[src/hw/rtl/pisb_pkg.sv]
// Shared constants, register indexes and unit request/response types for the
// PID step core with integral band. No dependencies; every other file imports it.
package pisb_pkg;

	localparam int FRAC_BITS = 16;
	localparam int DATA_W    = 32;
	localparam int PROD_W    = 2 * DATA_W;
	// Divider dividend: a 33-bit error difference shifted left by the fraction bits.
	localparam int DIV_W     = DATA_W + 1 + FRAC_BITS;
	localparam int CFG_IDX_W = 3;

	// Pi in unsigned Q2.32 scaled form, rounded to the nearest fixed-point value.
	localparam logic [63:0] PI_Q32 = 64'd13493037705;
	localparam logic [DATA_W-1:0] PI_FIX =
		DATA_W'((PI_Q32 + (64'd1 << (31 - FRAC_BITS))) >> (32 - FRAC_BITS));
	localparam logic [DATA_W-1:0] TWO_PI_FIX = {PI_FIX[DATA_W-2:0], 1'b0};

	localparam logic [CFG_IDX_W-1:0] REG_GAIN_P    = 3'd0;
	localparam logic [CFG_IDX_W-1:0] REG_GAIN_I    = 3'd1;
	localparam logic [CFG_IDX_W-1:0] REG_GAIN_D    = 3'd2;
	localparam logic [CFG_IDX_W-1:0] REG_TARGET    = 3'd3;
	localparam logic [CFG_IDX_W-1:0] REG_BAND      = 3'd4;
	localparam logic [CFG_IDX_W-1:0] REG_MODE      = 3'd5;
	localparam logic [CFG_IDX_W-1:0] REG_DRIVE_MIN = 3'd6;
	localparam logic [CFG_IDX_W-1:0] REG_DRIVE_MAX = 3'd7;

	typedef struct packed {
		logic              start;
		logic [DATA_W-1:0] a_mag;
		logic [DATA_W-1:0] b_mag;
		logic              neg;
	} pisb_mul_req_t;

	typedef struct packed {
		logic                     busy;
		logic                     done;
		logic signed [PROD_W-1:0] prod;
	} pisb_mul_rsp_t;

	typedef struct packed {
		logic              start;
		logic [DIV_W-1:0]  num_mag;
		logic [DATA_W-1:0] den;
	} pisb_div_req_t;

	typedef struct packed {
		logic              busy;
		logic              done;
		logic [DIV_W-1:0]  quo;
		logic [DATA_W-1:0] rem;
	} pisb_div_rsp_t;

endpackage

[src/hw/rtl/pid_step_integral_band_core.sv]
// PID step core with integral band: one control step in signed Q16.16 per item.
// A step item runs through the shared bit-serial multiplier, which works up to
// four products, and the restoring divider, which works the derivative and, in
// angle mode, the angle wrap; a clear item needs neither. Items are worked one
// at a time; the next item is taken while a finished result still waits in the
// output register. Depends on pisb_pkg, pisb_mul, pisb_div.
module pid_step_integral_band_core import pisb_pkg::*; (
	input  logic                     clk,
	input  logic                     arst_n,
	input  logic                     in_valid,
	output logic                     in_stall,
	input  logic                     op,
	input  logic signed [31:0]       measured,
	input  logic [31:0]              time_step,
	output logic                     out_valid,
	input  logic                     out_stall,
	output logic signed [31:0]       drive,
	output logic signed [31:0]       error_now,
	output logic signed [31:0]       integral_now,
	output logic signed [31:0]       derivative_now,
	input  logic                     cfg_valid,
	output logic                     cfg_ready,
	input  logic [CFG_IDX_W-1:0]     cfg_index,
	input  logic [31:0]              cfg_data
);

	localparam logic [3:0] S_IDLE   = 4'd0;
	localparam logic [3:0] S_DIFF   = 4'd1;
	localparam logic [3:0] S_WRAP   = 4'd2;
	localparam logic [3:0] S_BAND   = 4'd3;
	localparam logic [3:0] S_INT    = 4'd4;
	localparam logic [3:0] S_INTADD = 4'd5;
	localparam logic [3:0] S_DER    = 4'd6;
	localparam logic [3:0] S_TP     = 4'd7;
	localparam logic [3:0] S_TP_SAT = 4'd8;
	localparam logic [3:0] S_TI     = 4'd9;
	localparam logic [3:0] S_TI_SAT = 4'd10;
	localparam logic [3:0] S_TD     = 4'd11;
	localparam logic [3:0] S_TD_SAT = 4'd12;
	localparam logic [3:0] S_SUM    = 4'd13;
	localparam logic [3:0] S_DONE   = 4'd14;

	localparam logic [31:0] SAT_MAX = 32'h7FFF_FFFF;
	localparam logic [31:0] SAT_MIN = 32'h8000_0000;

	function automatic logic [31:0] abs32(input logic [31:0] x);
		return x[31] ? (~x + 32'd1) : x;
	endfunction

	function automatic logic [31:0] sat66(input logic signed [65:0] v);
		logic [31:0] r;
		if (v > 66'sd2147483647) begin
			r = SAT_MAX;
		end else if (v < -66'sd2147483648) begin
			r = SAT_MIN;
		end else begin
			r = v[31:0];
		end
		return r;
	endfunction

	// Configuration registers.
	logic signed [31:0] gain_p_q;
	logic signed [31:0] gain_i_q;
	logic signed [31:0] gain_d_q;
	logic signed [31:0] target_q;
	logic [30:0]        band_q;
	logic [1:0]         mode_q;
	logic signed [31:0] dmin_q;
	logic signed [31:0] dmax_q;

	// Stored controller state.
	logic signed [31:0] integral_q;
	logic signed [31:0] last_q;

	// Per-item working registers.
	logic [3:0]                state_q;
	logic                      launched_q;
	logic signed [31:0]        meas_q;
	logic [31:0]               dt_q;
	logic [33:0]               wsum_q;
	logic signed [31:0]        err_q;
	logic signed [31:0]        integ_new_q;
	logic signed [31:0]        deriv_q;
	logic signed [PROD_W-1:0]  prod_q;
	logic signed [31:0]        tp_q;
	logic signed [31:0]        ti_q;
	logic signed [31:0]        td_q;
	logic signed [31:0]        u_q;

	logic                      out_valid_q;
	logic signed [31:0]        out_drive_q;
	logic signed [31:0]        out_err_q;
	logic signed [31:0]        out_int_q;
	logic signed [31:0]        out_der_q;

	pisb_mul_req_t mul_req;
	pisb_mul_rsp_t mul_rsp;
	pisb_div_req_t div_req;
	pisb_div_rsp_t div_rsp;

	logic               in_accept;
	logic               load_out;
	logic [32:0]        diff;
	logic [33:0]        wsum;
	logic [33:0]        wsum_abs;
	logic [32:0]        dnum;
	logic [32:0]        dnum_abs;
	logic [32:0]        wrap_mod;
	logic               band_hit;
	logic [PROD_W-1:0]  prod_sh;
	logic [65:0]        int_sum;
	logic [65:0]        term_sum;
	logic [31:0]        u_sat;
	logic               quo_big;
	logic [31:0]        deriv_sat;

	assign cfg_ready = 1'b1;
	assign in_stall  = (state_q != S_IDLE);
	assign in_accept = in_valid && !in_stall;
	assign load_out  = (state_q == S_DONE) && (!out_valid_q || !out_stall);

	assign diff     = {target_q[31], target_q} - {meas_q[31], meas_q};
	assign wsum     = {diff[32], diff} + {2'b00, PI_FIX};
	assign wsum_abs = wsum_q[33] ? (~wsum_q + 34'd1) : wsum_q;
	assign dnum     = {err_q[31], err_q} - {last_q[31], last_q};
	assign dnum_abs = dnum[32] ? (~dnum + 33'd1) : dnum;
	// Floor modulo: a negative dividend with a nonzero remainder folds back.
	assign wrap_mod = (wsum_q[33] && (div_rsp.rem != '0)) ?
		({1'b0, TWO_PI_FIX} - {1'b0, div_rsp.rem}) : {1'b0, div_rsp.rem};
	assign band_hit = abs32(err_q) > {1'b0, band_q};
	assign prod_sh  = prod_q >>> FRAC_BITS;
	assign int_sum  = {{34{integral_q[31]}}, integral_q} + {{2{prod_sh[PROD_W-1]}}, prod_sh};
	assign term_sum = {{34{tp_q[31]}}, tp_q} + {{34{ti_q[31]}}, ti_q}
		+ {{34{td_q[31]}}, td_q};
	assign u_sat    = sat66(term_sum);
	assign quo_big  = |div_rsp.quo[DIV_W-1:31];
	assign deriv_sat = dnum[32] ? (quo_big ? SAT_MIN : (~div_rsp.quo[31:0] + 32'd1))
		: (quo_big ? SAT_MAX : div_rsp.quo[31:0]);

	always_comb begin
		div_req.start   = ((state_q == S_WRAP) || (state_q == S_DER)) && !launched_q;
		div_req.num_mag = (state_q == S_WRAP) ? DIV_W'(wsum_abs[32:0])
			: {dnum_abs, {FRAC_BITS{1'b0}}};
		div_req.den     = (state_q == S_WRAP) ? TWO_PI_FIX
			: ((dt_q == '0) ? 32'd1 : dt_q);
	end

	always_comb begin
		mul_req.start = 1'b0;
		mul_req.a_mag = abs32(err_q);
		mul_req.b_mag = dt_q;
		mul_req.neg   = err_q[31];
		case (state_q)
			S_INT: begin
				mul_req.start = !launched_q;
			end
			S_TP: begin
				mul_req.start = !launched_q;
				mul_req.a_mag = abs32(gain_p_q);
				mul_req.b_mag = abs32(err_q);
				mul_req.neg   = gain_p_q[31] ^ err_q[31];
			end
			S_TI: begin
				mul_req.start = !launched_q;
				mul_req.a_mag = abs32(gain_i_q);
				mul_req.b_mag = abs32(integ_new_q);
				mul_req.neg   = gain_i_q[31] ^ integ_new_q[31];
			end
			S_TD: begin
				mul_req.start = !launched_q;
				mul_req.a_mag = abs32(gain_d_q);
				mul_req.b_mag = abs32(deriv_q);
				mul_req.neg   = gain_d_q[31] ^ deriv_q[31];
			end
			default: begin
				mul_req.start = 1'b0;
			end
		endcase
	end

	pisb_mul u_mul (
		.clk    (clk),
		.arst_n (arst_n),
		.req    (mul_req),
		.rsp    (mul_rsp)
	);

	pisb_div u_div (
		.clk    (clk),
		.arst_n (arst_n),
		.req    (div_req),
		.rsp    (div_rsp)
	);

	always_ff @(posedge clk or negedge arst_n) begin
		if (!arst_n) begin
			gain_p_q <= '0;
			gain_i_q <= '0;
			gain_d_q <= '0;
			target_q <= '0;
			band_q   <= '0;
			mode_q   <= '0;
			dmin_q   <= '0;
			dmax_q   <= '0;
		end else if (cfg_valid && cfg_ready) begin
			case (cfg_index)
				REG_GAIN_P:    gain_p_q <= cfg_data;
				REG_GAIN_I:    gain_i_q <= cfg_data;
				REG_GAIN_D:    gain_d_q <= cfg_data;
				REG_TARGET:    target_q <= cfg_data;
				REG_BAND:      band_q   <= cfg_data[30:0];
				REG_MODE:      mode_q   <= cfg_data[1:0];
				REG_DRIVE_MIN: dmin_q   <= cfg_data;
				REG_DRIVE_MAX: dmax_q   <= cfg_data;
				default: begin
				end
			endcase
		end
	end

	always_ff @(posedge clk or negedge arst_n) begin
		if (!arst_n) begin
			state_q     <= S_IDLE;
			launched_q  <= 1'b0;
			integral_q  <= '0;
			last_q      <= '0;
			out_valid_q <= 1'b0;
		end else begin
			if (mul_req.start || div_req.start) begin
				launched_q <= 1'b1;
			end
			if (load_out) begin
				out_valid_q <= 1'b1;
			end else if (!out_stall) begin
				out_valid_q <= 1'b0;
			end
			case (state_q)
				S_IDLE: begin
					if (in_accept) begin
						if (op) begin
							integral_q <= '0;
							last_q     <= '0;
						end else begin
							state_q <= S_DIFF;
						end
					end
				end
				S_DIFF: begin
					state_q <= mode_q[0] ? S_WRAP : S_BAND;
				end
				S_WRAP: begin
					if (div_rsp.done) begin
						launched_q <= 1'b0;
						state_q    <= S_BAND;
					end
				end
				S_BAND: begin
					state_q <= band_hit ? S_DER : S_INT;
				end
				S_INT: begin
					if (mul_rsp.done) begin
						launched_q <= 1'b0;
						state_q    <= S_INTADD;
					end
				end
				S_INTADD: begin
					state_q <= S_DER;
				end
				S_DER: begin
					if (div_rsp.done) begin
						launched_q <= 1'b0;
						state_q    <= S_TP;
					end
				end
				S_TP: begin
					if (mul_rsp.done) begin
						launched_q <= 1'b0;
						state_q    <= S_TP_SAT;
					end
				end
				S_TP_SAT: begin
					state_q <= S_TI;
				end
				S_TI: begin
					if (mul_rsp.done) begin
						launched_q <= 1'b0;
						state_q    <= S_TI_SAT;
					end
				end
				S_TI_SAT: begin
					state_q <= S_TD;
				end
				S_TD: begin
					if (mul_rsp.done) begin
						launched_q <= 1'b0;
						state_q    <= S_TD_SAT;
					end
				end
				S_TD_SAT: begin
					state_q <= S_SUM;
				end
				S_SUM: begin
					state_q <= S_DONE;
				end
				S_DONE: begin
					if (load_out) begin
						integral_q <= integ_new_q;
						last_q     <= err_q;
						state_q    <= S_IDLE;
					end
				end
				default: begin
					state_q <= S_IDLE;
				end
			endcase
		end
	end

	always_ff @(posedge clk) begin
		if (in_accept) begin
			meas_q <= measured;
			dt_q   <= time_step;
		end
		if (state_q == S_DIFF) begin
			wsum_q <= wsum;
			err_q  <= sat66({{33{diff[32]}}, diff});
		end
		if ((state_q == S_WRAP) && div_rsp.done) begin
			err_q <= 32'(wrap_mod - {1'b0, PI_FIX});
		end
		if ((state_q == S_BAND) && band_hit) begin
			integ_new_q <= '0;
		end
		if (mul_rsp.done) begin
			prod_q <= mul_rsp.prod;
		end
		if (state_q == S_INTADD) begin
			integ_new_q <= sat66(int_sum);
		end
		if ((state_q == S_DER) && div_rsp.done) begin
			deriv_q <= deriv_sat;
		end
		if (state_q == S_TP_SAT) begin
			tp_q <= sat66({{2{prod_sh[PROD_W-1]}}, prod_sh});
		end
		if (state_q == S_TI_SAT) begin
			ti_q <= sat66({{2{prod_sh[PROD_W-1]}}, prod_sh});
		end
		if (state_q == S_TD_SAT) begin
			td_q <= sat66({{2{prod_sh[PROD_W-1]}}, prod_sh});
		end
		if (state_q == S_SUM) begin
			// Where both limits are crossed, the lower one wins.
			if (mode_q[1] && ($signed(u_sat) < dmin_q)) begin
				u_q <= dmin_q;
			end else if (mode_q[1] && ($signed(u_sat) > dmax_q)) begin
				u_q <= dmax_q;
			end else begin
				u_q <= u_sat;
			end
		end
		if (load_out) begin
			out_drive_q <= u_q;
			out_err_q   <= err_q;
			out_int_q   <= integ_new_q;
			out_der_q   <= deriv_q;
		end
	end

	assign out_valid      = out_valid_q;
	assign drive          = out_drive_q;
	assign error_now      = out_err_q;
	assign integral_now   = out_int_q;
	assign derivative_now = out_der_q;

	// The multiplier and the divider are never in use at the same time.
	assert property (@(posedge clk) disable iff (!arst_n)
		!(mul_rsp.busy && div_rsp.busy))
		else $error("multiplier and divider busy together");

	// A clear item leaves the stored integral and last error at zero.
	assert property (@(posedge clk) disable iff (!arst_n)
		(in_accept && op) |=> ((integral_q == '0) && (last_q == '0)))
		else $error("clear item did not zero the controller state");

	// An error outside the band delivers a zero integral.
	assert property (@(posedge clk) disable iff (!arst_n)
		(load_out && band_hit) |=> (integral_now == '0))
		else $error("integral not cleared outside the band");

	// With ordered limits and clamping on, the delivered drive stays inside them.
	assert property (@(posedge clk) disable iff (!arst_n)
		(load_out && mode_q[1] && (dmin_q <= dmax_q))
		|=> ((drive >= $past(dmin_q)) && (drive <= $past(dmax_q))))
		else $error("clamped drive outside its limits");

endmodule

[src/hw/rtl/pisb_mul.sv]
// Bit-serial shift-add multiplier on magnitudes with a sign applied at the end.
// Depends on pisb_pkg for widths and the request/response types.
module pisb_mul import pisb_pkg::*; (
	input  logic          clk,
	input  logic          arst_n,
	input  pisb_mul_req_t req,
	output pisb_mul_rsp_t rsp
);

	localparam int CNT_W = $clog2(DATA_W);

	logic [DATA_W-1:0] a_q;
	logic [DATA_W-1:0] hi_q;
	logic [DATA_W-1:0] lo_q;
	logic              neg_q;
	logic              busy_q;
	logic              done_q;
	logic [CNT_W-1:0]  cnt_q;
	logic [DATA_W:0]   sum;
	logic [PROD_W-1:0] mag;

	assign sum = {1'b0, hi_q} + (lo_q[0] ? {1'b0, a_q} : '0);
	assign mag = {hi_q, lo_q};

	always_ff @(posedge clk or negedge arst_n) begin
		if (!arst_n) begin
			busy_q <= 1'b0;
			done_q <= 1'b0;
			cnt_q  <= '0;
		end else begin
			done_q <= 1'b0;
			if (req.start) begin
				busy_q <= 1'b1;
				cnt_q  <= '0;
			end else if (busy_q) begin
				cnt_q <= cnt_q + CNT_W'(1);
				if (cnt_q == CNT_W'(DATA_W - 1)) begin
					busy_q <= 1'b0;
					done_q <= 1'b1;
				end
			end
		end
	end

	// The multiplier bits leave the low word as the product bits enter it.
	always_ff @(posedge clk) begin
		if (req.start) begin
			a_q   <= req.a_mag;
			lo_q  <= req.b_mag;
			hi_q  <= '0;
			neg_q <= req.neg;
		end else if (busy_q) begin
			hi_q <= sum[DATA_W:1];
			lo_q <= {sum[0], lo_q[DATA_W-1:1]};
		end
	end

	assign rsp.busy = busy_q;
	assign rsp.done = done_q;
	assign rsp.prod = neg_q ? (~mag + PROD_W'(1)) : mag;

endmodule

[src/hw/rtl/pisb_div.sv]
// Restoring divider that produces one quotient bit per cycle on magnitudes.
// Depends on pisb_pkg for widths and the request/response types.
module pisb_div import pisb_pkg::*; (
	input  logic          clk,
	input  logic          arst_n,
	input  pisb_div_req_t req,
	output pisb_div_rsp_t rsp
);

	localparam int CNT_W = $clog2(DIV_W);

	logic [DIV_W-1:0]  num_q;
	logic [DATA_W-1:0] rem_q;
	logic [DATA_W-1:0] den_q;
	logic              busy_q;
	logic              done_q;
	logic [CNT_W-1:0]  cnt_q;
	logic [DATA_W+1:0] trial;
	logic              fits;

	assign trial = {1'b0, rem_q, num_q[DIV_W-1]} - {2'b00, den_q};
	assign fits  = !trial[DATA_W+1];

	always_ff @(posedge clk or negedge arst_n) begin
		if (!arst_n) begin
			busy_q <= 1'b0;
			done_q <= 1'b0;
			cnt_q  <= '0;
		end else begin
			done_q <= 1'b0;
			if (req.start) begin
				busy_q <= 1'b1;
				cnt_q  <= '0;
			end else if (busy_q) begin
				cnt_q <= cnt_q + CNT_W'(1);
				if (cnt_q == CNT_W'(DIV_W - 1)) begin
					busy_q <= 1'b0;
					done_q <= 1'b1;
				end
			end
		end
	end

	// Dividend bits shift out the top while quotient bits shift in at the bottom.
	always_ff @(posedge clk) begin
		if (req.start) begin
			num_q <= req.num_mag;
			rem_q <= '0;
			den_q <= req.den;
		end else if (busy_q) begin
			num_q <= {num_q[DIV_W-2:0], fits};
			rem_q <= fits ? trial[DATA_W-1:0] : {rem_q[DATA_W-2:0], num_q[DIV_W-1]};
		end
	end

	assign rsp.busy = busy_q;
	assign rsp.done = done_q;
	assign rsp.quo  = num_q;
	assign rsp.rem  = rem_q;

endmodule
[config.mk]
export PLATFORM = sky130hd
export DESIGN_NAME = pid_step_integral_band_core
export DESIGN_NICKNAME = d
export VERILOG_FILES = /design/src/hw/rtl/pisb_pkg.sv /design/src/hw/rtl/pid_step_integral_band_core.sv /design/src/hw/rtl/pisb_mul.sv /design/src/hw/rtl/pisb_div.sv
export SDC_FILE = /design/constraint.sdc
export NUM_CORES = 2
export LEC_CHECK = 0
export BUFFER_PORTS_ARGS = -buffer_cell sky130_fd_sc_hd__buf_2
export CAP_MARGIN = 10
export CORE_ASPECT_RATIO = 0.8
export CORE_UTILIZATION = 55
export CTS_BUF_LIST = sky130_fd_sc_hd__clkbuf_8
export DETAILED_ROUTE_END_ITERATION = 10
export PLACE_DENSITY = 0.72
export SYNTH_ARGS = -nofsm -noshare
export SYNTH_HDL_FRONTEND = slang
export SYNTH_SLANG_ARGS = --single-unit
[constraint.sdc]
create_clock -name clk -period 13.7 [get_ports clk]
set_clock_uncertainty 0.15 [all_clocks]
set_input_delay 4.11 -clock clk [delete_from_list [all_inputs] [get_ports clk]]
set_output_delay 4.11 -clock clk [all_outputs]
set_load 0.05 [all_outputs]
==> results_dict.tcl <==
set metrics [dict create \
    status "finished clean" \
    finalWirelength_um 196000 \
    synth_cell_types 91 \
    synthToLayoutAreaGrowth_pct 9.86 \
    worst-path-max-fanout 63 \
    worstSetupStartpointType "register" \
    leakage_nw 27.6 \
    grt_pass1_wl_um 292000 \
    crit_top_cell "a211oi_1" \
    max-clock-path-buffers 3 \
    syn_area_um2 62200 \
    mostFrequentLayoutCells "686 x nand2_1, 644 x edfxtp_1, 595 x o21ai_0" \
    worstSkewPairLatency_ns 0.90 \
    grt-ovfl-total 0 \
    synth_top_area_cell "edfxtp_1" \
    final_area_um2 68300 \
    clkSinkCount 1018 \
    cts_max_level 4 \
    antenna_found_initial 12 \
    relSlewSlack 0.193 \
    cts.clk_slew.worst_paths_ns 0.06 \
    fin_setup_tns_ns 0 \
    cts_tree "yes" \
    fp.coreArea_um2 111000 \
    post_cts_buffers 0 \
    multi_input_area_um2 31600 \
    port_buffers 234 \
    seq_area_frac_synth 0.457 \
    ctsResizeCount 0 \
    largest_register_ffs 49 \
    ff_latch_area_um2 28400 \
    layout-drive-gt1-share 0.123 \
    slew_violations 0 \
    cp_slowest_stage_delay_ns 0.90 \
    grt_max_degree 147 \
    die_area_um2 114000 \
    cpMaxStageDelayCell "or3_2" \
    biggestRegsByFlops "u_div.num_q x49, prod_q x48, wsum_q x34" \
    critPathArrivalTime_ns 8.89 \
    cts_root_buf "clkbuf_8" \
    cts_hold_buf 0 \
    max_freq_ghz 0.119 \
    dp_hpwl_um 149000 \
    synth_edf_count 644 \
    regMostFlops "u_div.num_q" \
    instances_no_fill 8147 \
    cp_data_required_time_ns 14.20 \
    synth-async-reset-ratio 0.305 \
    period_needed_ns 8.39 \
    syn_inst 6302 \
    nFillCells 9278 \
    final_nets 6966 \
    die_y_um 303 \
    path_cells "fa_1 -> ha_1 -> a21oi_1 -> o21ai_0 -> a2111oi_0 -> a211oi_1 -> and2_1 -> o31ai_1 -> a21o_1 -> a21boi_0 -> ha_1 -> o21ai_0 -> a21oi_1 -> a211o_1 -> a211oi_1 -> o311ai_0 -> or3_1 -> o21ba_2 -> or3_2 -> nor2_1 -> a211oi_1 -> a21o_1" \
    ys_top_cells_by_area "edfxtp_1 31%, dfrtp_1 12%, ha_1 6.4%" \
    reg2reg_slack_ns 5.31 \
    setup_viol 0 \
    placedCellCount 7828 \
    first_iter_violations 6690 \
    rsz0062_at_grt "false" \
    ys_warn_count 0 \
    worstMarginPinSlew_ns 1.20 \
    final_common_cell "nand2_1" \
    hold_path.class "reg2reg" \
    io_pins 236 \
    period_share 0.612 \
    synthesis.nets 6763 \
    power-per-cell-area_nw_per_um2 256 \
    endpoint_kind "register" \
    worstSetupPathType "reg2reg" \
    avgRoutedWirePerCell_um 24.1 \
    irDropWorstVdd_uv 159 \
    ys_seq_elements 1018 \
    ant_nets 0 \
    drcViolationCount 0 \
    ys.flop_type "edfxtp_1" \
    first_global_vias 46100 \
    rows 109 \
    synth.avg_cell_area_um2 9.86 \
    placed_cell_area_um2 64900 \
    max_cap_violations 0 \
    synth_top_area_frac 0.311 \
    initial_utilization 0.559 \
    via_count 51100 \
    grtUsageTotal 0.341 \
    die_width_um 378 \
    post-route-util 0.614 \
    cts_made_buffers 170 \
    hold_viol_final 0 \
    via_per_inst 6.27 \
    gp_congestion 1.01 \
    firstDrtPassIters 6 \
]
==> where the power goes <==
part	leakage (nW)	total [mW]	internal (mW)	switching [mW]
clock network	1.91	2.69	1.41	1.29
registers	10.3	5.43	4.44	0.991
logic	15.4	9.36	3.50	5.86
==> stage by stage <==
stage	hold slack, ns	total power, mW	setup slack (ns)
CTS	0.286	17.2	5.45
finish	0.283	17.5	5.31
detailed placement	0.272	14.5	5.46
global route	0.295	18.6	4.50
floorplan	0.250	11.7	3.16
global placement	0.273	14.3	5.68
==> cell usage after synthesis (all sizes together) (16+ instances only) <==
cell and n:
o211a 16, xor2 243, ha 318, dfxtp 64, mux2 191, or4 43, o311ai 17, a31oi 46
a211oi 34, or3 77, buf 17, xnor2 292, nand3 86, dfrtp 310, nor2 328, o21ai 598
o22ai 73, o211ai 32, nor3 112, nor4 73, and3 28, o21a 38, edfxtp 644, nor2b 50
mux2i 35, or2 25, clkbuf 271, a221oi 35, a21o 150, nand2b 83, nand4 65, fa 38
o31ai 92, and2 71, nand2 686, inv 322, o41ai 40, o21bai 32, a21oi 423
==> cell type report <==
| class | instances | share of cell area |
|---|---|---|
| antenna | 5 | 0.000183 |
| multi-input combinational | 4671 | 0.463 |
| timing repair buffer | 319 | 0.0270 |
| inverter | 325 | 0.0179 |
| clock buffer | 194 | 0.0391 |
| clock inverter | 117 | 0.00977 |
| sequential | 1018 | 0.416 |
| tap | 1498 | 0.0274 |
==> critical path: cells and delay by family (launching register included) <==
family	cells	cell delay, ns
compound gates	15	4.53
simple gates	4	1.79
fa+ha+maj	3	1.25
flops	1	0.40
==> cell families after synthesis <==
logic type,synth area share
XOR/XNOR,0.0754
multiplexers,0.0402
adder cells (fa/ha/maj),0.0771
other,0.0000603
buffers and inverters,0.0371
AND/OR/NAND/NOR,0.137
AO/OA/AOI/OAI,0.177
flip-flops,0.457
==> routing by layer <==
metal	wire, um	vias to the layer above	GRT usage
met5	68	-	0
met4	4950	10	0.0933
met3	26900	314	0.108
met2	77300	2726	0.459
met1	87300	24600	0.520
li1	-	23500	-
==> worst paths after layout <==
check                      startpoint           end  cells after the start
min reg2reg                   u_q[17]     drive[17]                      0
max                          tp_q[10]        u_q[0]                     22
min in group asynchronous      arst_n     out_valid                      1
min                           u_q[17]     drive[17]                      0
max in group asynchronous      arst_n  gain_p_q[18]                      3
max reg2reg                  tp_q[10]        u_q[0]                     22
No activity file was read; power rests on OpenSTA's default activity.
